[src/hdl/lgs_pkg.sv]
// Shared constants and the query token type for the least-greater-successor chain.
`default_nettype none

package lgs_pkg;

  localparam int MAX_ITEMS = 1024;
  localparam int VAL_W     = 31;
  localparam int CNT_W     = $clog2(MAX_ITEMS + 1);

  typedef logic [VAL_W-1:0] val_t;
  typedef logic [CNT_W-1:0] cnt_t;

  // One query travels down the chain as this token, one cell per cycle while the chain is not frozen.
  typedef struct packed {
    logic valid;
    val_t value;   // the queried element
    val_t carry;   // element still looking for its place
    logic found;
    val_t succ;
    logic ovf;     // table was full: nothing is inserted
    cnt_t cnt;     // entries held for this array when the item entered
  } lgs_tok_t;

endpackage

`default_nettype wire

[src/hdl/lgs_cell.sv]
// One storage cell of the sorted chain: holds one entry and updates the passing token.
`default_nettype none

module lgs_cell (
  input  wire logic              clk,
  input  wire logic              rst_n,
  input  wire logic              adv,
  input  wire lgs_pkg::cnt_t     cell_idx,
  input  wire lgs_pkg::lgs_tok_t tok_in,
  output lgs_pkg::lgs_tok_t      tok_out
);
  import lgs_pkg::*;

  val_t     entry_r;
  val_t     entry_nxt;
  lgs_tok_t tok_r;
  lgs_tok_t tok_nxt;

  logic occ;
  logic place;
  logic swap;

  // Entries sit as a prefix of the chain, so the count in the token tells
  // whether this cell holds live data for the token's view of the table.
  always_comb begin
    occ   = cell_idx < tok_in.cnt;
    place = !tok_in.ovf && (cell_idx == tok_in.cnt);
    swap  = !tok_in.ovf && occ && (entry_r > tok_in.carry);

    tok_nxt   = tok_in;
    entry_nxt = entry_r;
    if (tok_in.valid) begin
      if (!tok_in.found && occ && (entry_r > tok_in.value)) begin
        tok_nxt.found = 1'b1;
        tok_nxt.succ  = entry_r;
      end
      if (place || swap) begin
        entry_nxt = tok_in.carry;
      end
      if (swap) begin
        tok_nxt.carry = entry_r;
      end
    end
  end

  always_ff @(posedge clk) begin
    if (!rst_n) begin
      tok_r.valid <= 1'b0;
    end else if (adv) begin
      tok_r.valid <= tok_nxt.valid;
    end
    if (adv) begin
      entry_r     <= entry_nxt;
      tok_r.value <= tok_nxt.value;
      tok_r.carry <= tok_nxt.carry;
      tok_r.found <= tok_nxt.found;
      tok_r.succ  <= tok_nxt.succ;
      tok_r.ovf   <= tok_nxt.ovf;
      tok_r.cnt   <= tok_nxt.cnt;
    end
  end

  assign tok_out = tok_r;

endmodule

`default_nettype wire

[config.mk]
export PLATFORM = sky130hd
export DESIGN_NAME = lgs_cell
export DESIGN_NICKNAME = d
export VERILOG_FILES = /design/src/hdl/lgs_pkg.sv /design/src/hdl/lgs_cell.sv
export SDC_FILE = /design/constraint.sdc
export NUM_CORES = 1
export LEC_CHECK = 0
export ABC_AREA = 1
export BUFFER_PORTS_ARGS = -buffer_cell sky130_fd_sc_hd__clkbuf_2
export CAP_MARGIN = 10
export CORE_MARGIN = 5
export CORE_UTILIZATION = 30
export CTS_CLUSTER_DIAMETER = 100
export CTS_CLUSTER_SIZE = 14
export DETAILED_ROUTE_END_ITERATION = 7
export GPL_TIMING_DRIVEN = 0
export PLACE_DENSITY = 0.64
export SETUP_SLACK_MARGIN = 0.2
export SYNTH_ARGS = -nofsm -noshare
export SYNTH_HDL_FRONTEND = slang
export SYNTH_SLANG_ARGS = --single-unit
[constraint.sdc]
create_clock -name clk -period 3.9 [get_ports clk]
set_clock_uncertainty 0.2 [all_clocks]
set_input_delay 0.195 -clock clk [delete_from_list [all_inputs] [get_ports clk]]
set_output_delay 0.195 -clock clk [all_outputs]
set_load 0.01 [all_outputs]
==> metrics, run 1 <==
routed wire length 22.12 mm; Clock Sinks 138; vias in the first global route 6307; Tot GR Track Use 0.1618; Crit Path Class reg -> reg; crit path max fanout 16; Main synth FF type edfxtp_1; Post-Place Cell Area 0.008795 mm2; pre-CTS setup slack 0.6999 ns; Final WS setup 0.6888 ns; Hold Path Class in -> reg; # IOs 228; gp weighted congestion 0.8024; Iter 0 DRT Violations 358; CTS buffer count 17; antenna violations before repair 2; DP Cell Count 1243; asr flop ratio synth 0; power density cells 370.5 mW/mm2; post-synthesis adder-cell area fraction 0.1266; run status finished clean; post-synthesis mux area share 0; VDD IR max 0.2176 mV; fmax 0.3114 GHz; Post-Syn Instances 697; HPWL Detailed 15.93 mm; Crit. End Element register; clock-pin transition on the worst setup and hold timing paths 0.06 ns; CP dominant cell by count nand2_1; CTS tree done; XOR/XNOR share of the synthesized area 0; Area Growth Syn to Fin 44.19%; layout cells sized above 1 0.2662; # rows 56; WHS 0.08845 ns; Post-CTS Resized 0; Yosys cell types 26; Die ar. 0.02726 mm2; crit-path cells ha_1 > nand2_1 > nor2_1 > nand3_1 > clkinv_1 > nand2_1 > nand2_1 > nand2_1 > nand2_2 > nand2_1 > a21oi_4 > buf_16; htree depth 4; synthesized area 0.007217 mm2; net count after synthesis 891; Max stage delay on crit path 0.63 ns; clk buf depth 2; worst skew pair latency 0.42 ns; Die X 165.1 um; Clock Root Buffer clkbuf_16; Slew Limit Fails 0; Initial Util 0.3056; largest family of logic cells by synthesized area simple AND/OR/NAND/NOR gates; final period utilization 0.8234; worst path arrival time 3.14 ns; core footprint 0.02361 mm2; number of synthesized flops with an enable pin 137; Seq/Total Area, Yosys 0.5728; Vias/cell 4.432; WL per Instance 15.99 um; Slew Limit Headroom 0.4103; syn_area_per_cell 10.35 um2; final worst path period need 3.211 ns; RSZ-0062 raised after global routing false; Compound-Gate Fraction of Synth Area 0.03277; number of synthesized register bits 138; total power 3.856 mW; final instance area 0.01041 mm2; vias 6134; first-pass GRT wire length 33.29 mm; final hold violation count 0; Req. time, crit path 3.83 ns; Synth Area in Simple Gates 0.1912; worst-margin pin slew 0.8845 ns; chip height 165.1 um; # DRC 0; Leak Pwr 5.091 nW; DRT Pass-1 Iters 5; CP startpoint kind register; buffers added on ports 226; largest net degree at the start of global routing 109; endpoints failing setup 0; critical path's slowest cell a21oi_4; YS warnings 0; non-filler cells, final 1384; final antenna-violating net count 0; fin nets 1244; # Max-Cap Violations 0; global route total overflow 0
-- flip-flops by register name, summed over array words and instances (netlist names) --
register and count:
entry_r 31, tok_out 107
-- repair_timing --
item / in CTS / in global routing
endpoints found under the hold margin: 138 / 0
hold buffers: 107 / 0
setup buffers: 0 / 0
-- metal layers --
layer  wire, um  global-route usage  up-vias
met5          0                   0        -
met4        462             0.05709        0
met3       1703             0.04492       29
met2      10290              0.2665      224
met1       9669              0.2046     2814
li1           -                   -     3067
-- cell usage in the layout, fill, tap and decap left out, types with 22 or more instances in the layout --
| cell type | n |
|---|---|
| inv_1 | 102 |
| edfxtp_1 | 137 |
| nand2_1 | 218 |
| clkbuf_2 | 225 |
| nand3_1 | 35 |
| ha_1 | 73 |
| dlygate4sd3_1 | 107 |
| nor2_1 | 22 |
| nand4_1 | 36 |
| a21oi_1 | 28 |
-- kinds of logic after synthesis --
family	after synthesis
AOI/OAI and AO/OA	42
and+or+nand+nor	319
buffers and inverters	125
DFF	138
adders and majority gates	73
-- through the flow --
stage	util	TNS, ns
floorplan	-	0
detailed placement	0.3725	0
global route	0.4407	0
CTS	0.4405	0
global placement	0.3704	-73.53
finish	0.4407	0
-- power by group --
group          total, mW  internal [mW]  leakage, nW  switching, mW
sequential          1.77           1.74         1.33         0.0300
clock               1.51          0.862        0.258          0.650
combinational      0.578          0.258         3.51          0.320
total               3.86           2.86         5.09           1.00
-- cell type report --
type,instances,area (um2)
sequential,138,4134
timing repair buffer,334,2238
inverter,103,386.6
tap,319,399.1
antenna,2,5.005
buffer,22,166.4
clock inverter,15,110.1
fill,2254,13210
clock buffer,17,425.4
multi-input combinational,434,2541
-- synth_stat cells, drive strengths merged (2+ instances only) --
master / n / area (um2)
edfxtp: 137 / 4114
o21ai: 4 / 20.02
clkbuf: 2 / 7.510
buf: 20 / 158.9
inv: 102 / 382.9
a21oi: 29 / 145.1
nand3: 37 / 202.7
a21o: 4 / 30.03
nand2: 221 / 842.1
nand4: 36 / 225.2
o21a: 3 / 22.52
ha: 73 / 913.4
nor2: 24 / 105.1
-- path summary, 6_finish.rpt --
check,startpoint,end,slack (ns),depth (start not counted)
hold / removal,tok_in[106],tok_out[106],0.09,3
setup reg to reg,entry_r[14],entry_r[22],0.69,12
hold reg to reg,tok_out[106],tok_out[106],0.29,2
setup / recovery,entry_r[14],entry_r[22],0.69,12
-- critical path: cells and delay by family (launching register included) --
| kind | cells | cell delay, ns |
|---|---|---|
| compound gates | 1 | 0.63 |
| fa+ha+maj | 1 | 0.33 |
| buf+inv | 2 | 0.32 |
| flops | 1 | 0.45 |
| simple gates | 8 | 1.00 |
(Power assumes the default switching activity.)
==> run 2, diff against run 1 <==
Settings changed: ABC_AREA 1 to 0.
Clock period 3.9 ns to 3.3 ns, I/O delays scaled along.
==> metrics, run 2 <==
fmax 0.3253 GHz (was 0.3114 GHz); clk buf depth 2 (unchanged); top-count cell post-synth edfxtp_1 (was nand2_1); CTS tree done (unchanged); worst skew pair latency 0.42 ns (about the same); most frequent cells after synthesis edfxtp_1, ha_1, inv_1, mux2_2, a21oi_1 (was nand2_1, edfxtp_1, inv_1, ha_1, nand4_1); Req. time, crit path 3.27 ns (was 3.83 ns); # rows 55 (was 56); final period utilization 0.9315 (was 0.8234); chip height 161.2 um (was 165.1 um); VDD IR max 0.2968 mV (was 0.2176 mV); CTS buffer count 17 (unchanged); Top delay family on crit path simple AND/OR/NAND/NOR gates (unchanged); vias in the first global route 5607 (was 6307); crit-path cells ha_4 > nand4_1 > or4_4 > a211oi_4 > a32oi_4 > buf_12 > clkbuf_16 > mux2_4 (was ha_1 > nand2_1 > nor2_1 > nand3_1 > clkinv_1 > nand2_1 > nand2_1 > nand2_1 > nand2_2 > nand2_1 > a21oi_4 > buf_16); worst-margin pin slew 0.9098 ns (was 0.8845 ns); final antenna-violating net count 0 (unchanged); endpoints failing setup 0 (unchanged); DRT Pass-1 Iters 4 (was 5); Vias/cell 4.577 (was 4.432); Die ar. 0.02599 mm2 (was 0.02726 mm2); # DRC 0 (unchanged); routed wire length 20.30 mm (was 22.12 mm); Hold Path Class in -> reg (unchanged); Slew Limit Fails 0 (unchanged); syn_area_per_cell 14.47 um2 (was 10.35 um2); gp weighted congestion 0.7306 (was 0.8024); Final WS setup 0.2260 ns (was 0.6888 ns); Iter 0 DRT Violations 274 (was 358); Area contributors post-synth edfxtp_1, ha_1, mux2_2, inv_1, mux2_4 (was edfxtp_1, ha_1, nand2_1, inv_1, nand4_1); synthesized area 0.006859 mm2 (was 0.007217 mm2); share of the synthesized area in the top cell type 0.5998 (was 0.5700); Slew Limit Headroom 0.3935 (was 0.4103); largest net degree at the start of global routing 109 (unchanged); Crit. End Element register (unchanged); htree depth 4 (unchanged); leading cell type in the layout, fill and taps excluded clkbuf_2 (unchanged); total power 4.567 mW (was 3.856 mW); # IOs 228 (unchanged); Seq/Total Area, Yosys 0.6027 (was 0.5728); YS warnings 0 (unchanged); fin nets 1048 (was 1244); number of synthesized flops with an enable pin 137 (unchanged); HPWL Detailed 13.65 mm (was 15.93 mm); Max stage delay on crit path 0.60 ns (was 0.63 ns); Largest register FFs 107 (unchanged); Clock Sinks 138 (unchanged); layout cells sized above 1 0.4266 (was 0.2662); Setup TNS 0 ns (unchanged); worst path arrival time 3.05 ns (was 3.14 ns); Area Growth Syn to Fin 53.65% (was 44.19%); RSZ-0062 raised after global routing true (was false); WL per Instance 17.64 um (was 15.99 um); Initial Util 0.3039 (was 0.3056); vias 5268 (was 6134); Yosys cell types 38 (was 26); global route total overflow 0 (unchanged); Post-Syn Instances 474 (was 697); run status finished clean (unchanged); critical path's slowest cell or4_4 (was a21oi_4); area leader, netlist edfxtp_1 (unchanged); number of synthesized register bits 138 (unchanged); Crit Path Class reg -> reg (unchanged); Main synth FF type edfxtp_1 (unchanged); final worst path period need 3.074 ns (was 3.211 ns); power density cells 433.4 mW/mm2 (was 370.5 mW/mm2); buffers added on ports 227 (was 226); CP startpoint kind register (unchanged); Die X 161.2 um (was 165.1 um); antenna violations before repair 0 (was 2); first-pass GRT wire length 30.67 mm (was 33.29 mm); clock-pin transition on the worst setup and hold timing paths 0.06 ns (about the same); most frequent cells in the layout clkbuf_2, edfxtp_1, dlygate4sd3_1, inv_1, ha_1 (was clkbuf_2, nand2_1, edfxtp_1, dlygate4sd3_1, inv_1); crit path buf inv count 2 (unchanged); net count after synthesis 668 (was 891); asr flop ratio synth 0 (unchanged); crit path max fanout 7 (was 16); core footprint 0.02257 mm2 (was 0.02361 mm2); Clock Root Buffer clkbuf_16 (unchanged); pre-CTS setup slack -0.4322 ns (was 0.6999 ns); Tot GR Track Use 0.1534 (was 0.1618); Leak Pwr 4.730 nW (was 5.091 nW); # Max-Cap Violations 0 (unchanged); final hold violation count 0 (unchanged)
[run 2: changes by cell type after synthesis, sizes merged, moves of 3 or more]
| cell | before | now |
|---|---|---|
| mux2 | 0 | 62 |
| o21ai | 4 | 10 |
| a21oi | 29 | 25 |
| buf | 20 | 6 |
| nand2 | 221 | 9 |
| nand3 | 37 | 11 |
| nand4 | 36 | 14 |
| and3 | 0 | 3 |
| o21a | 3 | 0 |
| a211oi | 0 | 8 |
| nand3b | 0 | 3 |
| nor2 | 24 | 10 |
| inv | 102 | 72 |
[run 2: final timing paths]
kind / slack, ns / cells after the start / endpoint / from
max: 0.23 / 8 / tok_out[49] / entry_r[24]
min reg2reg: 0.28 / 2 / tok_out[106] / tok_out[106]
min: 0.03 / 3 / tok_out[106] / tok_in[106]
max reg2reg: 0.23 / 8 / tok_out[49] / entry_r[24]
[run 2: logic make-up (layout without fill, tap and decap cells)]
| logic type | after synthesis | after routing | share of synthesized area |
|---|---|---|---|
| AO/OA/AOI/OAI | 60 | 61 | 0.05910 |
| adder cells (fa/ha/maj) | 73 | 73 | 0.1332 |
| buffers and inverters | 78 | 468 | 0.04651 |
| flip-flops | 138 | 138 | 0.6027 |
| multiplexers | 62 | 62 | 0.1067 |
| other | 0 | 1 | 0 |
| AND/OR/NAND/NOR | 63 | 63 | 0.05181 |
[run 2: layer usage]
layer	vias up	track usage	wire length, um
li1	2557	-	-
met1	2536	0.1868	8653
met2	151	0.2669	10140
met3	24	0.03879	1160
met4	0	0.05002	346
met5	-	0	0
[run 2: timing repair]
| item | in CTS | in global routing |
|---|---|---|
| gates cloned | 1 | 4 |
| setup endpoints to repair | 94 | 92 |
| pin swaps | 7 | 10 |
| endpoints found under the hold margin | 138 | 0 |
| hold buffers | 107 | 0 |
| resized for setup | 17 | 18 |
| setup buffers | 14 | 8 |
[run 2: through the flow]
| step | instance area (um2) | util | hold slack [ns] | cells |
|---|---|---|---|---|
| final | 10540 | 0.4669 | 0.02686 | 1151 |
| after global routing | 10540 | 0.4668 | 0.02701 | 1150 |
| after CTS | 10270 | 0.4552 | 0.009085 | 1138 |
| after detailed placement | 8376 | 0.3711 | 0.1597 | 986 |
| after global placement | 8367 | 0.3707 | 0.1589 | 986 |
| after floorplan | 6874 | - | 0.06387 | 474 |
[run 2: final cells by class]
class                           instances  area, um2
Antenna cell                            1      2.502
Buffer                                  6      115.1
Clock inverter                         12      128.9
Fill cell                            2046      12030
Multi-Input combinational cell        259       2571
Clock buffer                           18      429.2
Sequential cell                       138       4134
Inverter                               72      270.3
Timing Repair Buffer                  360       2531
Tap cell                              285      356.6
[run 2: where the power goes]
| group | internal (mW) | switching, mW | total [mW] | leakage, nW |
|---|---|---|---|---|
| Clock | 1.10 | 0.738 | 1.84 | 0.267 |
| Combinational | 0.338 | 0.315 | 0.653 | 3.14 |
| Sequential | 2.05 | 0.0306 | 2.08 | 1.33 |
| Total | 3.48 | 1.08 | 4.57 | 4.73 |
[run 2: worst min-delay path, cell delays in order]
cell      delay (ns)
clkbuf_2        0.10
nand2_1         0.20
a21boi_0        0.12
==> run 3, diff against run 2 <==
Settings changed: CTS_BUF_LIST set to sky130_fd_sc_hd__clkbuf_4 sky130_fd_sc_hd__clkbuf_8 sky130_fd_sc_hd__clkbuf_16.
==> metrics, run 3 (synthesis results as in run 2) <==
Vias/cell 4.579 (was 4.577); Fillers 2046 (unchanged); VDD IR max 0.2979 mV (was 0.2968 mV); DRT Pass-1 Iters 4 (unchanged); Largest register FFs 107 (unchanged); run status finished clean (unchanged); # rows 55 (unchanged); Setup TNS 0 ns (unchanged); RSZ-0062 raised after global routing true (unchanged); Slew Limit Fails 0 (unchanged); routed wire length 20.33 mm (was 20.30 mm); GRT met3 Usage 0.03879 (unchanged); gp weighted congestion 0.7306 (unchanged); Hold Path Class in -> reg (unchanged); vias in the first global route 5610 (was 5607); Die X 161.2 um (unchanged); htree depth 4 (unchanged); WL per Instance 17.66 um (was 17.64 um); Psw 1.087 mW (was 1.084 mW); Multi-input gate area 0.002571 mm2 (unchanged); switch share 0.2374 (was 0.2373); worst path arrival time 3.05 ns (about the same); buffers added on ports 227 (unchanged); Req. time, crit path 3.28 ns (was 3.27 ns); clk buf depth 2 (unchanged); Slew Limit Headroom 0.3908 (was 0.3935); worst skew pair latency 0.42 ns (about the same); Comb pwr share 0.143 (about the same); global route total overflow 0 (unchanged); Post-Place Cell Area 0.008376 mm2 (unchanged); Iter 0 DRT Violations 277 (was 274); R2R setup slack 0.23 ns (about the same); flip-flop and latch area 0.004134 mm2 (unchanged); antenna violations before repair 0 (unchanged); grt met2 use 0.2669 (unchanged); Die ar. 0.02599 mm2 (unchanged); Clock Sinks 138 (unchanged); final antenna-violating net count 0 (unchanged); layout cells sized above 1 0.4277 (was 0.4266); pre-CTS setup slack -0.4322 ns (unchanged); first-pass GRT wire length 30.68 mm (was 30.67 mm); power density cells 434.3 mW/mm2 (was 433.4 mW/mm2); total power 4.579 mW (was 4.567 mW); CP startpoint kind register (unchanged); leading cell type in the layout, fill and taps excluded clkbuf_2 (unchanged); GRT busiest layer met2 (unchanged); chip height 161.2 um (unchanged); largest net degree at the start of global routing 109 (unchanged); CTS tree done (unchanged); # DRC 0 (unchanged); fmax 0.3254 GHz (was 0.3253 GHz); share of the core filled with cells 0.4671 (was 0.4669); clock network fraction of design power 0.404 (was 0.402); endpoints failing setup 0 (unchanged); # IOs 228 (unchanged); CTS buffer count 17 (unchanged); part of the power in registers 0.453 (was 0.455); final worst path period need 3.074 ns (about the same); # Max-Cap Violations 0 (unchanged); Tot GR Track Use 0.1536 (was 0.1534); clock-pin transition on the worst setup and hold timing paths 0.06 ns (about the same); met1 Use GR 0.1872 (was 0.1868); Clock Root Buffer clkbuf_16 (unchanged); final hold violation count 0 (unchanged); Crit Path Class reg -> reg (unchanged); Area Growth Syn to Fin 53.70% (was 53.65%); final instance area 0.01054 mm2 (about the same); vias 5271 (was 5268); crit path max fanout 7 (unchanged); P_int 3.492 mW (was 3.483 mW); Leak Pwr 4.733 nW (was 4.730 nW); HPWL Detailed 13.65 mm (unchanged); final period utilization 0.9314 (was 0.9315); Initial Util 0.3039 (unchanged); fin nets 1048 (unchanged); Final WS setup 0.2264 ns (was 0.2260 ns); core footprint 0.02257 mm2 (unchanged); worst-margin pin slew 0.9138 ns (was 0.9098 ns); most frequent cells in the layout clkbuf_2, edfxtp_1, dlygate4sd3_1, inv_1, ha_1 (unchanged); Crit. End Element register (unchanged)
[run 3: cell types whose count changed in the layout (fill, tap and decap cells not counted)]
| cell | before | now |
|---|---|---|
| clkbuf_1 | 1 | 0 |
| clkbuf_4 | 0 | 1 |
[run 3: per-layer routing]
layer  routed length (um)  vias up
li1                     -     2557
met4                  341        0
met2                10150      147
met1                 8765     2546
met3                 1069       21
met5                    0        -
[run 3: power groups by stage]
stage / combinational (mW) / clock, mW / sequential (mW)
2_1_floorplan: 0.190 / 0 / 2.16
6_report: 0.653 / 1.85 / 2.08
3_3_place_gp: 0.494 / 0 / 2.12
3_5_place_dp: 0.502 / 0 / 2.11
5_1_grt: 0.717 / 1.98 / 2.09
4_1_cts: 0.628 / 1.91 / 2.08
[run 3: worst max-delay path, stage by stage (launching register included)]
cell,delay (ns)
edfxtp_1,0.47
ha_4,0.31
nand4_1,0.20
or4_4,0.60
a211oi_4,0.25
a32oi_4,0.15
buf_12,0.19
clkbuf_16,0.16
mux2_4,0.29
[run 3: path summary, 6_finish.rpt]
| path | startpoint | end | cells past startpoint |
|---|---|---|---|
| worst max register to register | entry_r[24] | tok_out[49] | 8 |
| worst min register to register | tok_out[106] | tok_out[106] | 2 |
| worst min-delay path | tok_in[106] | tok_out[106] | 3 |
| worst max-delay path | entry_r[24] | tok_out[49] | 8 |
[run 3: per-stage QoR]
stage / instances / hold WS [ns]
CTS: 1138 / 0.009085
global placement: 986 / 0.1589
global route: 1150 / 0.02701
floorplan: 474 / 0.06387
finish: 1151 / 0.02428
detailed placement: 986 / 0.1597
[run 3: repair_timing]
action | 4_1_cts | 5_1_grt
setup endpoints to repair | 94 | 92
pin swaps | 7 | 10
buffers inserted | 14 | 8
cloned | 1 | 4
endpoints found under the hold margin | 138 | 0
hold buffers | 107 | 0
gates resized for setup | 17 | 18
[run 3: final cells by class]
cell class | count | share of cell area
clock inverter | 12 | 0.01222
antenna | 1 | 0.0002374
buffer | 6 | 0.01092
clock buffer | 18 | 0.04106
multi-input combinational | 259 | 0.2439
sequential | 138 | 0.3921
inverter | 72 | 0.02563
timing repair buffer | 360 | 0.2401
tap | 285 | 0.03382
